**src/sv/whp_pkg.sv**
```systemverilog
// shared constants, types and codes for the wav header parser
package whp_pkg;

  // little-endian tags as they sit in the four-byte shift window
  localparam logic [31:0] TagRiff = 32'h4646_4952;
  localparam logic [31:0] TagRifx = 32'h5846_4952;
  localparam logic [31:0] TagWave = 32'h4556_4157;
  localparam logic [31:0] TagFmt  = 32'h2074_6D66;
  localparam logic [31:0] TagData = 32'h6174_6164;

  localparam logic [15:0] PcmCode     = 16'h0001;
  localparam logic [15:0] ReqBits     = 16'd16;
  localparam logic [15:0] MaxChannels = 16'd2;
  localparam logic [5:0]  HdrLen      = 6'd44;
  localparam logic [32:0] SizeBias    = 33'd8;

  // byte positions at which a field has just been completed
  localparam logic [5:0] PosRiffTag  = 6'd3;
  localparam logic [5:0] PosRiffSize = 6'd7;
  localparam logic [5:0] PosWaveTag  = 6'd11;
  localparam logic [5:0] PosFmtTag   = 6'd15;
  localparam logic [5:0] PosFormat   = 6'd21;
  localparam logic [5:0] PosChannels = 6'd23;
  localparam logic [5:0] PosRate     = 6'd27;
  localparam logic [5:0] PosBits     = 6'd35;
  localparam logic [5:0] PosDataTag  = 6'd39;
  localparam logic [5:0] PosLast     = 6'd43;

  typedef enum logic [2:0] {
    StOk         = 3'd0,
    StBadHeader  = 3'd1,
    StBigEndian  = 3'd2,
    StFormat     = 3'd3,
    StChannels   = 3'd4,
    StBitDepth   = 3'd5,
    StExtraChunk = 3'd6
  } status_e;

  localparam int unsigned CfgIdxW  = 8;
  localparam int unsigned CfgDataW = 33;
  localparam logic [CfgIdxW-1:0] CfgStrictMode = 8'd0;
  localparam logic [CfgIdxW-1:0] CfgFileSize   = 8'd1;

  typedef struct packed {
    logic        strict_mode;
    logic [32:0] file_size;
  } cfg_t;

  typedef struct packed {
    logic       finished;
    logic [5:0] byte_pos;
  } core_stat_t;

endpackage

```
**src/sv/whp_if.sv**
```systemverilog
// handshake channels of the wav header parser: byte input, result output, config writes
interface whp_in_if;
  logic       valid;
  logic       ready;
  logic [7:0] header_byte;
  logic       first_byte;

  modport source (output valid, header_byte, first_byte, input ready);
  modport sink   (input valid, header_byte, first_byte, output ready);
endinterface

interface whp_out_if;
  logic                  valid;
  logic                  ready;
  whp_pkg::status_e      status;
  logic [1:0]            channel_count;
  logic [31:0]           sample_rate;
  logic [15:0]           sample_bits;
  logic [15:0]           format_code;
  logic [5:0]            data_offset;
  logic [31:0]           data_bytes;
  logic [30:0]           sample_count;

  modport source (output valid, status, channel_count, sample_rate, sample_bits,
                  format_code, data_offset, data_bytes, sample_count, input ready);
  modport sink   (input valid, status, channel_count, sample_rate, sample_bits,
                  format_code, data_offset, data_bytes, sample_count, output ready);
endinterface

interface whp_cfg_if;
  logic                          valid;
  logic                          ready;
  logic [whp_pkg::CfgIdxW-1:0]   index;
  logic [whp_pkg::CfgDataW-1:0]  data;

  modport source (output valid, index, data, input ready);
  modport sink   (input valid, index, data, output ready);
endinterface

```
**src/sv/whp_cfg.sv**
```systemverilog
// configuration register file: strict mode and expected file size
module whp_cfg (
  input  logic            clk_i,
  input  logic            rst_ni,
  whp_cfg_if.sink         cfg_i,
  output whp_pkg::cfg_t   cfg_o
);

  logic        strict_q;
  logic [32:0] file_size_q;
  logic        wr;

  assign cfg_i.ready = 1'b1;
  assign wr = cfg_i.valid && cfg_i.ready;

  always_ff @(posedge clk_i or negedge rst_ni) begin
    if (!rst_ni) begin
      strict_q    <= 1'b1;
      file_size_q <= '0;
    end else if (wr) begin
      // writes to unknown indexes are dropped
      if (cfg_i.index == whp_pkg::CfgStrictMode) begin
        strict_q <= cfg_i.data[0];
      end else if (cfg_i.index == whp_pkg::CfgFileSize) begin
        file_size_q <= cfg_i.data;
      end
    end
  end

  assign cfg_o.strict_mode = strict_q;
  assign cfg_o.file_size   = file_size_q;

endmodule

```
**src/sv/whp_core.sv**
```systemverilog
// header parse state, per-byte field checks and the result register
module whp_core (
  input  logic                  clk_i,
  input  logic                  rst_ni,
  input  whp_pkg::cfg_t         cfg_i,
  whp_in_if.sink                in_i,
  whp_out_if.source             out_o,
  output whp_pkg::core_stat_t   stat_o
);

  logic        finished_q;
  logic [5:0]  pos_q;
  logic [31:0] shift_q;
  logic [1:0]  ch_q;
  logic [31:0] rate_q;
  logic [15:0] bits_q;
  logic [15:0] fmt_q;

  logic        out_valid_q;
  whp_pkg::status_e st_q;
  logic [1:0]  ch_out_q;
  logic [31:0] rate_out_q;
  logic [15:0] bits_out_q;
  logic [15:0] fmt_out_q;
  logic [31:0] bytes_out_q;

  logic        take, live, emit;
  logic [5:0]  pos_b;
  logic [31:0] shift_b, word;
  logic [15:0] half;
  logic [1:0]  ch_b, ch_d;
  logic [31:0] rate_b, rate_d;
  logic [15:0] bits_b, bits_d, fmt_b, fmt_d;
  whp_pkg::status_e st_d;

  // result register frees up when empty or being drained
  assign in_i.ready = !out_valid_q || out_o.ready;
  assign take = in_i.valid && in_i.ready;
  assign live = in_i.first_byte || !finished_q;

  always_comb begin
    // a start byte sees the cleared parse state
    pos_b   = in_i.first_byte ? '0 : pos_q;
    shift_b = in_i.first_byte ? '0 : shift_q;
    ch_b    = in_i.first_byte ? '0 : ch_q;
    rate_b  = in_i.first_byte ? '0 : rate_q;
    bits_b  = in_i.first_byte ? '0 : bits_q;
    fmt_b   = in_i.first_byte ? '0 : fmt_q;
    word    = {in_i.header_byte, shift_b[31:8]};
    half    = word[31:16];
    emit    = 1'b0;
    st_d    = whp_pkg::StOk;
    ch_d    = ch_b;
    rate_d  = rate_b;
    bits_d  = bits_b;
    fmt_d   = fmt_b;
    unique case (pos_b)
      whp_pkg::PosRiffTag: begin
        if (cfg_i.strict_mode) begin
          if (word == whp_pkg::TagRifx) begin
            emit = 1'b1;
            st_d = whp_pkg::StBigEndian;
          end else if (word != whp_pkg::TagRiff) begin
            emit = 1'b1;
            st_d = whp_pkg::StBadHeader;
          end
        end
      end
      whp_pkg::PosRiffSize: begin
        // size plus 8 at 33 bits, no wrap
        if (cfg_i.strict_mode && (cfg_i.file_size != ({1'b0, word} + whp_pkg::SizeBias))) begin
          emit = 1'b1;
          st_d = whp_pkg::StBadHeader;
        end
      end
      whp_pkg::PosWaveTag: begin
        if (cfg_i.strict_mode && (word != whp_pkg::TagWave)) begin
          emit = 1'b1;
          st_d = whp_pkg::StBadHeader;
        end
      end
      whp_pkg::PosFmtTag: begin
        if (cfg_i.strict_mode && (word != whp_pkg::TagFmt)) begin
          emit = 1'b1;
          st_d = whp_pkg::StBadHeader;
        end
      end
      whp_pkg::PosFormat: begin
        fmt_d = half;
        if (half != whp_pkg::PcmCode) begin
          emit = 1'b1;
          st_d = whp_pkg::StFormat;
        end
      end
      whp_pkg::PosChannels: begin
        // a rejected count is not kept
        if (half > whp_pkg::MaxChannels) begin
          emit = 1'b1;
          st_d = whp_pkg::StChannels;
        end else begin
          ch_d = half[1:0];
        end
      end
      whp_pkg::PosRate: begin
        rate_d = word;
      end
      whp_pkg::PosBits: begin
        bits_d = half;
        if (half != whp_pkg::ReqBits) begin
          emit = 1'b1;
          st_d = whp_pkg::StBitDepth;
        end
      end
      whp_pkg::PosDataTag: begin
        if (word != whp_pkg::TagData) begin
          emit = 1'b1;
          st_d = whp_pkg::StExtraChunk;
        end
      end
      whp_pkg::PosLast: begin
        emit = 1'b1;
      end
      default: begin
      end
    endcase
  end

  always_ff @(posedge clk_i or negedge rst_ni) begin
    if (!rst_ni) begin
      finished_q <= 1'b1;
      pos_q      <= '0;
      shift_q    <= '0;
      ch_q       <= '0;
      rate_q     <= '0;
      bits_q     <= '0;
      fmt_q      <= '0;
    end else if (take && live) begin
      finished_q <= emit;
      pos_q      <= emit ? pos_b : pos_b + 6'd1;
      shift_q    <= word;
      ch_q       <= ch_d;
      rate_q     <= rate_d;
      bits_q     <= bits_d;
      fmt_q      <= fmt_d;
    end
  end

  always_ff @(posedge clk_i or negedge rst_ni) begin
    if (!rst_ni) begin
      out_valid_q <= 1'b0;
    end else if (in_i.ready) begin
      out_valid_q <= take && live && emit;
    end
  end

  always_ff @(posedge clk_i) begin
    if (take && live && emit) begin
      st_q        <= st_d;
      ch_out_q    <= ch_d;
      rate_out_q  <= rate_d;
      bits_out_q  <= bits_d;
      fmt_out_q   <= fmt_d;
      bytes_out_q <= (st_d == whp_pkg::StOk) ? word : '0;
    end
  end

  assign out_o.valid         = out_valid_q;
  assign out_o.status        = st_q;
  assign out_o.channel_count = ch_out_q;
  assign out_o.sample_rate   = rate_out_q;
  assign out_o.sample_bits   = bits_out_q;
  assign out_o.format_code   = fmt_out_q;
  assign out_o.data_offset   = (st_q == whp_pkg::StOk) ? whp_pkg::HdrLen : '0;
  assign out_o.data_bytes    = bytes_out_q;
  assign out_o.sample_count  = bytes_out_q[31:1];

  assign stat_o.finished = finished_q;
  assign stat_o.byte_pos = pos_q;

endmodule

```
**src/sv/wav_header_parser_unit.sv**
```systemverilog
// top level of the wav header parser
// Parses a canonical 44-byte little-endian RIFF/WAVE header fed one byte per item; an item
// with first_byte set restarts the parse as byte 0. One byte is taken every clock cycle; the
// only limit is the single result register, which keeps accepting while its item is drained.
// One result item comes out at the first failed check or after byte 43; further bytes are
// dropped until the next start byte. strict_mode (index 0) enables the RIFF, WAVE and fmt
// tag checks and the RIFF size check against file_size (index 1). Configuration writes are
// always ready and must be done while the parser is idle.
module wav_header_parser_unit (
  input  logic      clk_i,
  input  logic      rst_ni,
  whp_in_if.sink    in_i,
  whp_out_if.source out_o,
  whp_cfg_if.sink   cfg_i
);

  whp_pkg::cfg_t       cfg;
  whp_pkg::core_stat_t stat;

  whp_cfg u_cfg (
    .clk_i  (clk_i),
    .rst_ni (rst_ni),
    .cfg_i  (cfg_i),
    .cfg_o  (cfg)
  );

  whp_core u_core (
    .clk_i  (clk_i),
    .rst_ni (rst_ni),
    .cfg_i  (cfg),
    .in_i   (in_i),
    .out_o  (out_o),
    .stat_o (stat)
  );

  // an ok result always carries the full offset and half the byte count
  a_ok_fields: assert property (@(posedge clk_i) disable iff (!rst_ni)
    (out_o.valid && (out_o.status == whp_pkg::StOk)) |->
    ((out_o.data_offset == whp_pkg::HdrLen) && (out_o.sample_count == out_o.data_bytes[31:1])))
    else $error("ok result with inconsistent size fields");

  // error results report no data
  a_err_fields: assert property (@(posedge clk_i) disable iff (!rst_ni)
    (out_o.valid && (out_o.status != whp_pkg::StOk)) |->
    ((out_o.data_bytes == '0) && (out_o.data_offset == '0)))
    else $error("error result carries data fields");

  // a running parse never walks past the last header byte
  a_pos_range: assert property (@(posedge clk_i) disable iff (!rst_ni)
    !stat.finished |-> (stat.byte_pos <= whp_pkg::PosLast))
    else $error("parse position beyond header");

  // bytes while idle produce no result
  a_idle_drop: assert property (@(posedge clk_i) disable iff (!rst_ni)
    (in_i.valid && in_i.ready && !in_i.first_byte && stat.finished) |=>
    (out_o.valid == $past(out_o.valid && !out_o.ready)))
    else $error("result from a byte taken while idle");

endmodule

```
**src/flat_wrapper.sv**
```systemverilog
// flat-port wrapper written by rule: the top's interface ports become plain ports
module wav_header_parser_unit_flat 
  (clk_i, rst_ni, in_i_valid, in_i_header_byte, in_i_first_byte, in_i_ready, out_o_valid, out_o_status, out_o_channel_count, out_o_sample_rate, out_o_sample_bits, out_o_format_code, out_o_data_offset, out_o_data_bytes, out_o_sample_count, out_o_ready, cfg_i_valid, cfg_i_index, cfg_i_data, cfg_i_ready);
  whp_in_if in_i_i ();
  whp_out_if out_o_i ();
  whp_cfg_if cfg_i_i ();
  input  logic clk_i;
  input  logic rst_ni;
  input wire logic [$bits(in_i_i.valid)-1:0] in_i_valid;
  input wire logic [$bits(in_i_i.header_byte)-1:0] in_i_header_byte;
  input wire logic [$bits(in_i_i.first_byte)-1:0] in_i_first_byte;
  output wire logic [$bits(in_i_i.ready)-1:0] in_i_ready;
  output wire logic [$bits(out_o_i.valid)-1:0] out_o_valid;
  output wire logic [$bits(out_o_i.status)-1:0] out_o_status;
  output wire logic [$bits(out_o_i.channel_count)-1:0] out_o_channel_count;
  output wire logic [$bits(out_o_i.sample_rate)-1:0] out_o_sample_rate;
  output wire logic [$bits(out_o_i.sample_bits)-1:0] out_o_sample_bits;
  output wire logic [$bits(out_o_i.format_code)-1:0] out_o_format_code;
  output wire logic [$bits(out_o_i.data_offset)-1:0] out_o_data_offset;
  output wire logic [$bits(out_o_i.data_bytes)-1:0] out_o_data_bytes;
  output wire logic [$bits(out_o_i.sample_count)-1:0] out_o_sample_count;
  input wire logic [$bits(out_o_i.ready)-1:0] out_o_ready;
  input wire logic [$bits(cfg_i_i.valid)-1:0] cfg_i_valid;
  input wire logic [$bits(cfg_i_i.index)-1:0] cfg_i_index;
  input wire logic [$bits(cfg_i_i.data)-1:0] cfg_i_data;
  output wire logic [$bits(cfg_i_i.ready)-1:0] cfg_i_ready;
  assign in_i_i.valid = in_i_valid;
  assign in_i_i.header_byte = in_i_header_byte;
  assign in_i_i.first_byte = in_i_first_byte;
  assign in_i_ready = in_i_i.ready;
  assign out_o_valid = out_o_i.valid;
  assign out_o_status = out_o_i.status;
  assign out_o_channel_count = out_o_i.channel_count;
  assign out_o_sample_rate = out_o_i.sample_rate;
  assign out_o_sample_bits = out_o_i.sample_bits;
  assign out_o_format_code = out_o_i.format_code;
  assign out_o_data_offset = out_o_i.data_offset;
  assign out_o_data_bytes = out_o_i.data_bytes;
  assign out_o_sample_count = out_o_i.sample_count;
  assign out_o_i.ready = out_o_ready;
  assign cfg_i_i.valid = cfg_i_valid;
  assign cfg_i_i.index = cfg_i_index;
  assign cfg_i_i.data = cfg_i_data;
  assign cfg_i_ready = cfg_i_i.ready;
  wav_header_parser_unit u_core (.clk_i(clk_i), .rst_ni(rst_ni), .in_i(in_i_i), .out_o(out_o_i), .cfg_i(cfg_i_i));
endmodule
```
**config.mk**
```make
export PLATFORM = sky130hd
export DESIGN_NAME = wav_header_parser_unit_flat
export DESIGN_NICKNAME = d
export VERILOG_FILES = /design/src/sv/whp_pkg.sv /design/src/sv/whp_if.sv /design/src/sv/whp_cfg.sv /design/src/sv/whp_core.sv /design/src/sv/wav_header_parser_unit.sv /design/src/flat_wrapper.sv
export SDC_FILE = /design/constraint.sdc
export NUM_CORES = 1
export LEC_CHECK = 0
export BUFFER_PORTS_ARGS = -buffer_cell sky130_fd_sc_hd__buf_2
export CORE_MARGIN = 4
export CORE_UTILIZATION = 60
export DETAILED_ROUTE_END_ITERATION = 8
export GPL_TIMING_DRIVEN = 0
export PLACE_DENSITY = 0.9
export SYNTH_ARGS = -nofsm -noshare
export SYNTH_HDL_FRONTEND = slang
export SYNTH_SLANG_ARGS = --single-unit
export TNS_END_PERCENT = 10
```
**constraint.sdc**
```tcl
create_clock -name clk_i -period 14.8 [get_ports clk_i]
set_input_delay 0 -clock clk_i [delete_from_list [all_inputs] [get_ports clk_i]]
set_output_delay 0 -clock clk_i [all_outputs]
set_load 0.01 [all_outputs]
```
==> results.cfg, run 1 <==
[placed_design]
dp_hpwl_mm = 23.2
port_buffers = 186
gp_congestion = 0.927

[power_and_ir_drop]
power.density_mw_per_mm2 = 110
leakage_uw = 0.00582
totalPowerFinal_uw = 1540
ir_worst_vdd_uv = 86.4

[global_route]
use_met2_pct = 53.0
grt_usage_pct = 31.0
met3_usage_pct = 5.93
grt_use_met1_pct = 38.2
top_usage_layer = met2
grt_max_degree = 94
grt-ovfl-total = 0
grt_first_pass_wirelength_mm = 53.2
grt_pass1_vias = 10100
antenna_found_initial = 0

[logic_synthesis]
synth_area_leaders = dfrtp_1, edfxtp_1, nand2_1
ys_seq_elements = 233
ys_types = 68
yosysSeqAreaShare_pct = 55.2
synth_most_common_cell = nand2_1
synth_warnings = 0
synth.top_cell.area_share_pct = 28.3
syn_area_mm2 = 0.0115
synthesis.instances = 1121
synth_largest_area_cell = dfrtp_1
syn_avg_cell_area_um2 = 10.3
synth-main-ff-cell = dfrtp_1
async_reset_ff_share_pct = 56.7
synth_edf_count = 101
yosys-top-cells-count = nand2_1, dfrtp_1, edfxtp_1

[timing]
tightest_slew_ns = 1.19
rsz0062_at_grt = false
slew_violations = 0
layout_worst_path_cycle_share_pct = 36.9
hold_viol_final = 0
fin_hold_ws_ns = 0.0246
timing.slew.headroom_pct = 19.9
setup-tns-final_ns = 0
setup_viol = 0
fin_skew_ns = 0.0202
period_needed_ns = 5.46
clock.fmax_ghz = 0.183

[worst_setup_path]
startpoint_type = input pin
crit_path_end_kind = flop
crit_fanout = 33
cp_top_family = buffers and inverters
cpMaxStageDelayCell = buf_1
cp-startpoint = in_i_first_byte
critPathRequiredTime_ns = 15.06
worstPathArrival_ns = 5.72
max_stage_delay_ns = 0.69
rr_startpoint = u_core.u_core.shift_q[12]
crit_buf_inv = 10
path_cells = buf_2 > clkbuf_1 > buf_2 > buf_2 > clkbuf_1 > clkbuf_1 > buf_1 > nor2b_1 > ha_1 > nand4_1 > nor4_4 > nand3_1 > xnor2_1 > nand4_1 > or4_1 > nor3_2 > o21a_1 > buf_2 > nor2_4 > buf_12 > buf_12
critPathKind = in2reg
cpMostUsedCell = buf_2

[floorplanning]
die_x_um = 146
rows = 50
core_mm2 = 0.0188
start_util_pct = 61.2
fp.dieArea_mm2 = 0.0214
die_y_um = 146
boundaryPins = 196

[min_path]
min_from = in_i_first_byte
hold_class = in2reg

[cells_and_area]
post-route-util_pct = 74.8
area_growth_pct = 22.1
antenna_cells = 0
drive_gt1_share_pct = 25.8
nNetsFinal = 1437

[clocking]
worstSkewPairLatency_ns = 0.53
numCtsBuffers = 24
clockBufferDepth = 3
ctsHtreeMaxLevel = 1
cts_tree = built
clkTransAtPathRegs_ns = 0.06
cts-resized-gates = 0
cts_root_buf = clkbuf_16
clock-sinks = 233

[status]
outcome = finished, final reports clean

[drt]
drt_iter0_drc = 1060
post_drt_wl_per_cell_um = 21.1
totalWireLength_mm = 34.4
ant_nets = 0
via_per_inst = 6.16
drc = 0
dr.pass1.iters = 7
num_vias = 10000

[job]
max_cap_violations = 0
[worst paths after layout]
path,to,slack (ns),depth (start not counted)
max in group asynchronous,u_core.u_core.shift_q[16],13.66,4
hold reg to reg,u_core.u_core.rate_q[7],0.48,2
setup reg to reg,u_core.u_core.out_o.data_bytes[29],10.35,15
setup / recovery,u_core.u_core.out_o.data_bytes[29],9.34,21
hold / removal,u_core.u_core.out_o.data_bytes[4],0.02,3
min in group asynchronous,u_core.u_cfg.file_size_q[16],0.43,3
[where the power goes]
group / leakage (uW) / internal, uW / switching [uW]
Sequential: 0.00258 / 697 / 22.6
Clock: 0.000393 / 361 / 255
Combinational: 0.00285 / 71.5 / 132
Total: 0.00582 / 1130 / 410
[what timing repair did]
action | in CTS | in global routing
buffers inserted | 0 | 0
hold buffers | 40 | 0
endpoints found under the hold margin | 167 | 0
[area by class of cell]
class                      instances  area [um2]
tap                              234         293
clock inverter                    14         159
inverter                          17        63.8
buffer                           118         608
sequential                       233        6340
fill                            1208        4730
multi-input combinational        755        4500
clock buffer                      30         643
timing repair buffer             230        1440
[sequential cells by signal (all words and copies together) (netlist names), 16 cells and up]
name                             flops
u_core.u_cfg.file_size_q            33
u_core.u_core.bits_q                16
u_core.u_core.fmt_q                 16
u_core.u_core.out_o.data_bytes      32
u_core.u_core.out_o.format_code     16
u_core.u_core.out_o.sample_bits     16
u_core.u_core.out_o.sample_rate     32
u_core.u_core.rate_q                32
u_core.u_core.shift_q               24
[worst reg2reg max path, stage by stage (launching register included)]
cell and delay [ns]:
dfrtp_1 0.51, nand2b_1 0.18, inv_1 0.09, ha_1 0.24, nand4_1 0.35, or4_4 0.55, nor3_4 0.25, xnor2_1 0.10
nor4_1 0.47, nand4_1 0.21, nor3_2 0.23, o21a_1 0.16, buf_2 0.27, nor2_4 0.14, buf_12 0.24, buf_12 0.20
[metrics by stage]
step / cell area [um2] / setup slack (ns) / cells
2_1_floorplan: 11500 / 7.03 / 1123
3_3_place_gp: 12700 / 4.04 / 1543
3_5_place_dp: 12800 / 9.08 / 1547
5_1_grt: 14000 / 9.16 / 1631
6_report: 14000 / 9.34 / 1631
4_1_cts: 14000 / 9.59 / 1631
[metal layers]
layer	vias to the layer above	routed length, um
met2	716	16900
met1	4800	12300
li1	4364	-
met3	168	3500
met5	-	0
met4	0	1760
[logic make-up (layout without fill, tap and decap cells)]
logic type | count (synthesis) | in the layout | share of synthesized area (%)
and+or+nand+nor | 490 | 490 | 20.9
DFF | 233 | 233 | 55.2
AOI/OAI and AO/OA | 139 | 139 | 7.11
buffers and inverters | 135 | 409 | 5.85
muxes | 75 | 75 | 7.20
xor gates and xnor gates | 44 | 44 | 3.35
adders and majority gates | 3 | 3 | 0.327
other | 2 | 4 | 0.0654
[cells in the final DEF, fill, tap and decap left out, drive strengths merged, types with 6 or more instances in the layout]
cell type	n
a21oi	44
buf	248
clkbuf	91
clkinv	10
dfrtp	130
dlygate4sd3	39
edfxtp	101
inv	17
mux2	61
mux2i	14
nand2	249
nand2b	29
nand3	27
nand3b	17
nand4	15
nor2	65
nor2b	8
nor3	13
nor3b	6
nor4	21
nor4b	8
o21ai	57
or4	6
xnor2	26
xor2	18
No activity file was read; power rests on OpenSTA's default activity.
==> run 2: changes to the inputs <==
--- a/config.mk
+++ b/config.mk
@@ -7,10 +7,10 @@
 export LEC_CHECK = 0
 export BUFFER_PORTS_ARGS = -buffer_cell sky130_fd_sc_hd__buf_2
 export CORE_MARGIN = 4
-export CORE_UTILIZATION = 60
+export CORE_UTILIZATION = 57
 export DETAILED_ROUTE_END_ITERATION = 8
 export GPL_TIMING_DRIVEN = 0
-export PLACE_DENSITY = 0.9
+export PLACE_DENSITY = 0.87
 export SYNTH_ARGS = -nofsm -noshare
 export SYNTH_HDL_FRONTEND = slang
 export SYNTH_SLANG_ARGS = --single-unit
==> constraint.sdc (replaced) <==
create_clock -name clk_i -period 5.3 [get_ports clk_i]
set_input_delay 0 -clock clk_i [delete_from_list [all_inputs] [get_ports clk_i]]
set_output_delay 0 -clock clk_i [all_outputs]
set_load 0.01 [all_outputs]
==> run 2 against run 1 <==
Against the previous run: clock skew fell by 0.0030 ns; sequential share of layout area fell by 0.092 points; via count fell by 4.1%; sequential cell count did not move; die area rose by 5.0%; utilization fell by 3.2 points; hold slack improved by 0.019 ns; non-clock buffer count rose by 1; critical path type unchanged; highest routed layer unchanged.
==> results.cfg, run 2 (synthesis results as in run 1) <==
[status]
outcome = finished, final reports clean

[power_and_ir_drop]
ir_worst_vdd_uv = 226
p_seq_share_pct = 47.5
switching_share_pct = 26.2
combPwrFrac_pct = 13.3
pwr-share-clk_pct = 39.2
p_switching_uw = 1110
leakage_uw = 0.00582
p_int_uw = 3120
power.density_mw_per_mm2 = 301

[worst_setup_path]
worstPathArrival_ns = 5.13
cpMostUsedCell = buf_2
reg2reg_depth = 13
path_cells = buf_2 > clkbuf_1 > buf_2 > buf_2 > clkbuf_2 > clkbuf_2 > clkbuf_2 > nor2b_1 > ha_1 > nand4_1 > nor4_4 > buf_4 > nand3_1 > or3_1 > a21oi_1 > nor3_1 > nor3_2 > o21a_1 > buf_2 > nor2_4 > buf_12 > buf_12
rr_startpoint = u_core.u_core.pos_q[0]
startpoint_type = input pin
r2r_setup_slack_ns = 0.77
crit_fanout = 39
crit_path_end_kind = flop
cp-startpoint = in_i_first_byte
endpoint = u_core.u_core.out_o.data_bytes[25]
critPathRequiredTime_ns = 5.50
max_stage_delay_ns = 0.52
critPathKind = in2reg
r2r-end = u_core.u_core.out_o.data_bytes[25]
cpMaxStageDelayCell = nor2_4

[cells_and_area]
antenna_cells = 0
nNetsFinal = 1437
stdcell_area_mm2 = 0.0141
instances_no_fill = 1661
area_growth_pct = 22.4
post-route-util_pct = 71.6
layout_commonest_cell = nand2_1
drive_gt1_share_pct = 25.9
largest_reg_flops = 33
fillers = 1384
mostFrequentLayoutCells = nand2_1, buf_2, dfrtp_1
top_register = u_core.u_cfg.file_size_q

[floorplanning]
rows = 51
start_util_pct = 58.5
die_y_um = 150
die_x_um = 150
fp.dieArea_mm2 = 0.0225
core_mm2 = 0.0197
boundaryPins = 196

[timing]
hold_viol_final = 0
slew_violations = 0
tightest_slew_ns = 1.19
layout_worst_path_cycle_share_pct = 93.0
fin_skew_ns = 0.0172
timing.slew.headroom_pct = 19.7
fin_ws_ns = 0.370
fin_hold_ws_ns = 0.0441
clock.fmax_ghz = 0.203
rsz0062_at_grt = false
setup_viol = 0
period_needed_ns = 4.93

[min_path]
hold_class = in2async

[drt]
via_per_inst = 5.80
dr.pass1.iters = 8
totalWireLength_mm = 32.3
drt_iter0_drc = 872
post_drt_wl_per_cell_um = 19.5
ant_nets = 0
drc = 0
num_vias = 9632

[job]
max_cap_violations = 0

[global_route]
grt_first_pass_wirelength_mm = 50.2
grt_max_degree = 99
grt_usage_pct = 28.4
grt-ovfl-total = 0
antenna_found_initial = 0
grt_pass1_vias = 9591

[clocking]
cts_root_buf = clkbuf_16
clock-sinks = 233
numCtsBuffers = 23
ctsHtreeMaxLevel = 1
clkTransAtPathRegs_ns = 0.06
cts_tree = built
worstSkewPairLatency_ns = 0.52
clockBufferDepth = 3

[placed_design]
dp_cells = 1578
dp_hpwl_mm = 22.2
gp_congestion = 0.935
place_area_mm2 = 0.0129
place_ws_ns = -0.426
port_buffers = 186
[run 2: worst min path at each step]
stage | start | cells past startpoint | slack, ns | to
detailed placement | rst_ni | 1 | -0.08 | u_core.u_core.bits_q[10]
floorplan | rst_ni | 0 | -0.30 | u_core.u_cfg.file_size_q[0]
finish | rst_ni | 2 | 0.04 | u_core.u_cfg.strict_q
CTS | rst_ni | 2 | 0.03 | u_core.u_cfg.strict_q
global placement | cfg_i_data[18] | 2 | 0.23 | u_core.u_cfg.file_size_q[18]
global route | rst_ni | 2 | 0.05 | u_core.u_cfg.strict_q
[run 2: power by group through the flow]
stage / combinational (uW) / clock (uW) / sequential, uW
CTS: 548 / 1680 / 2010
global route: 609 / 1760 / 2010
detailed placement: 519 / 0 / 2040
finish: 562 / 1660 / 2010
global placement: 505 / 0 / 2040
floorplan: 335 / 0 / 2020
[run 2: metal layers]
metal / track usage, % / vias to the layer above / share of wire (%)
met5: 0 / - / 0
met4: 10.2 / 0 / 3.7
met3: 4.33 / 110 / 9.3
met2: 49.0 / 560 / 49
met1: 36.6 / 4612 / 38
li1: - / 4350 / -
[run 2: repair_timing]
item                       CTS  global route
hold endpoints to repair   168             0
buffers inserted             0             1
gates resized for setup      0             6
setup endpoints to repair    0           136
hold buffers                40             0
[run 2: final cells by class]
class / instances / area, um2 / share of cell area (%)
tap: 265 / 332 / 2.36
clock buffer: 30 / 622 / 4.42
timing repair buffer: 231 / 1450 / 10.3
clock inverter: 12 / 145 / 1.03
multi-input combinational: 755 / 4500 / 32.0
inverter: 17 / 63.8 / 0.454
buffer: 118 / 612 / 4.35
sequential: 233 / 6340 / 45.1
[run 2: stage by stage]
stage,setup TNS (ns),total power [uW]
final,0,4230
after global routing,0,4380
after CTS,0,4230
after detailed placement,-34.92,2560
after global placement,-151.36,2540
after floorplan,0,2360
[run 2: worst max-delay path: cells and delay by family]
family | cells | cell delay, ns
AOI/OAI and AO/OA | 2 | 0.26
adders and majority gates | 1 | 0.24
and+or+nand+nor | 8 | 1.66
buffers and inverters | 11 | 2.91
==> run 3: changes to the inputs <==
--- a/config.mk
+++ b/config.mk
@@ -5,12 +5,13 @@
 export SDC_FILE = /design/constraint.sdc
 export NUM_CORES = 1
 export LEC_CHECK = 0
+export ABC_AREA = 1
 export BUFFER_PORTS_ARGS = -buffer_cell sky130_fd_sc_hd__buf_2
 export CORE_MARGIN = 4
-export CORE_UTILIZATION = 57
+export CORE_UTILIZATION = 30
 export DETAILED_ROUTE_END_ITERATION = 8
 export GPL_TIMING_DRIVEN = 0
-export PLACE_DENSITY = 0.87
+export PLACE_DENSITY = 0.54
 export SYNTH_ARGS = -nofsm -noshare
 export SYNTH_HDL_FRONTEND = slang
 export SYNTH_SLANG_ARGS = --single-unit
==> run 3 against run 2 <==
Against the previous run: area after synthesis grew 0.73%; total power shrank 0.43%; wire length grew 13%; first-iteration DRC count shrank 14%.
==> results.cfg, run 3 <==
[drt]
drt_iter0_drc = 746
num_vias = 10100
post_drt_wl_per_cell_um = 17.3
ant_nets = 0
drc = 0
via_per_inst = 4.77
totalWireLength_mm = 36.6
dr.pass1.iters = 6

[worst_setup_path]
crit_path_end_kind = flop
crit_fanout = 78
reg2reg_depth = 20
cp_top_family = simple AND/OR/NAND/NOR gates
crit_buf_inv = 5
path_cells = nand2_1 > inv_1 > ha_1 > inv_1 > nor2_1 > nand2_2 > nor2_2 > nand2_1 > nand2_1 > nand2_1 > nand2_1 > inv_1 > nand3_1 > nor2_1 > nand2_1 > nand2_1 > nand3_2 > nand2_1 > inv_4 > buf_16
cpMaxStageDelayCell = dfrtp_1
r2r_setup_slack_ns = 1.32
critPathKind = reg2reg
startpoint_type = flop
rr_startpoint = u_core.u_core.shift_q[11]
cpMostUsedCell = nand2_1
worstPathArrival_ns = 4.18
max_stage_delay_ns = 0.46
r2r-end = u_core.u_core.out_o.status[2]
critPathRequiredTime_ns = 5.50

[global_route]
grt_pass1_vias = 9891
grt-ovfl-total = 0
grt_max_degree = 82
antenna_found_initial = 1
grt_first_pass_wirelength_mm = 56.9
grt_usage_pct = 17.2

[logic_synthesis]
synth_area_leaders = dfrtp_1, edfxtp_1, nand2_1
yosysSeqAreaShare_pct = 54.8
async_reset_ff_share_pct = 56.7
synth_most_common_cell = nand2_1
ys_types = 39
synth_warnings = 0
syn_area_mm2 = 0.0116
synth_fa_ha_area_share_pct = 0.324
synth_edf_count = 101
synth_largest_area_cell = dfrtp_1
yosys.area_share.simple_pct = 28.1
ys_seq_elements = 233
synth-compound-area-share_pct = 5.05
synth_top_family_by_area = simple AND/OR/NAND/NOR gates
synthMuxAreaShare_pct = 1.95
synthesis.instances = 1325
yosys-top-cells-count = nand2_1, dfrtp_1, nand3_1
synth-main-ff-cell = dfrtp_1
synth.top_cell.area_share_pct = 28.1
synth_xor_area_share_pct = 1.97
syn_avg_cell_area_um2 = 8.74

[power_and_ir_drop]
leakage_uw = 0.00695
power.density_mw_per_mm2 = 289
ir_worst_vdd_uv = 241
totalPowerFinal_uw = 4210

[floorplanning]
rows = 71
start_util_pct = 30.6
core_mm2 = 0.0378
die_x_um = 204
boundaryPins = 196
fp.dieArea_mm2 = 0.0418
die_y_um = 204

[cells_and_area]
multi_input_area_mm2 = 0.00435
mostFrequentLayoutCells = nand2_1, buf_2, dfrtp_1
seq_area_mm2 = 0.00634
layout_commonest_cell = nand2_1
top_register = u_core.u_cfg.file_size_q
stdcell_area_mm2 = 0.0146
fillers = 3903
largest_reg_flops = 33
antenna_cells = 0
nNetsFinal = 1646
drive_gt1_share_pct = 22.3
area_growth_pct = 25.8

[timing]
fin_hold_ws_ns = 0.0758
layout_worst_path_cycle_share_pct = 75.1
clock.fmax_ghz = 0.251
timing.slew.headroom_pct = 44.6
setup_viol = 0
tightest_slew_ns = 0.831
rsz0062_at_grt = false
slew_violations = 0
setup-tns-final_ns = 0
hold_viol_final = 0
period_needed_ns = 3.98
fin_skew_ns = 0.0150

[min_path]
hold_class = in2async

[clocking]
cts_tree = built
numCtsBuffers = 27
ctsHtreeMaxLevel = 1
clock-sinks = 233
worstSkewPairLatency_ns = 0.55
clockBufferDepth = 3
clkTransAtPathRegs_ns = 0.06
cts_root_buf = clkbuf_16

[placed_design]
gp_congestion = 0.937
dp_hpwl_mm = 27.4
port_buffers = 191
place_area_mm2 = 0.0132

[status]
outcome = finished, final reports clean

[job]
max_cap_violations = 0
==> run 3: changes by cell type after synthesis, sizes merged, moves of 29 or more <==
cell	delta
a21oi	-31
nor2	+75
nand3	+106
inv	+78
nand2	+167
o21ai	+37
mux2	-41
nand2b	-29
==> run 3: what timing repair did <==
item	4_1_cts	5_1_grt
endpoints found under the hold margin	116	0
setup buffers	0	0
gates resized for setup	0	0
hold buffers	39	0
==> run 3: how the worst max path moves through the flow <==
stage,start,to,slack (ns),depth (start not counted)
floorplan,u_core.u_core.shift_q[11],u_core.u_core.out_o.channel_count[0],0.76,19
global placement,in_i_first_byte,u_core.u_core.out_o.status[2],-0.85,22
detailed placement,in_i_first_byte,u_core.u_core.out_o.status[2],1.32,23
CTS,u_core.u_core.shift_q[12],u_core.u_core.out_o.status[2],1.31,20
global route,u_core.u_core.shift_q[11],u_core.u_core.out_o.status[0],0.90,20
finish,u_core.u_core.shift_q[11],u_core.u_core.out_o.status[2],1.32,20
==> run 3: per-stage QoR <==
| step | utilization, % | worst slack [ns] | std cells |
|---|---|---|---|
| final | 38.5 | 1.32 | 2120 |
| after global routing | 38.5 | 0.902 | 2120 |
| after CTS | 38.5 | 1.31 | 2120 |
| after detailed placement | 35.0 | 1.32 | 2031 |
| after global placement | 34.8 | -0.847 | 2029 |
| after floorplan | - | 0.756 | 1327 |
==> run 3: cell families (layout without fill, tap and decap cells) <==
family	count (synthesis)	in the layout
and+or+nand+nor	743	743
DFF	233	233
buffers and inverters	186	468
AOI/OAI and AO/OA	112	112
xor gates and xnor gates	26	26
muxes	20	20
adders and majority gates	3	3
other	2	4
==> run 3: final cells by class <==
| class | count | share of cell area (%) |
|---|---|---|
| timing repair buffer | 232 | 9.66 |
| buffer | 91 | 3.70 |
| clock buffer | 33 | 4.94 |
| sequential | 233 | 43.5 |
| inverter | 95 | 2.48 |
| clock inverter | 17 | 1.46 |
| tap | 511 | 4.39 |
| multi-input combinational | 908 | 29.8 |
==> run 3: worst register-to-register path: cells and delay by family (launching register included) <==
kind	cells	cell delay, ns
simple gates	14	1.96
buf+inv	5	0.96
flops	1	0.46
fa+ha+maj	1	0.22
==> run 3: power breakdown <==
group / switching [uW] / internal, uW / total (uW) / leakage [uW]
clock network: 773 / 1170 / 1940 / 0.000457
registers: 39.4 / 1910 / 1950 / 0.00280
logic: 213 / 107 / 320 / 0.00369
total: 1030 / 3190 / 4210 / 0.00695
==> run 3: per-layer routing <==
| layer | routed length (um) | part of all wire [%] | GRT usage [%] | vias up |
|---|---|---|---|---|
| met5 | 8 | 0.022 | 0 | - |
| met4 | 760 | 2.1 | 3.76 | 2 |
| met2 | 16400 | 45 | 27.3 | 363 |
| li1 | - | - | - | 4844 |
| met1 | 16900 | 46 | 24.9 | 4849 |
| met3 | 2530 | 6.9 | 2.92 | 59 |
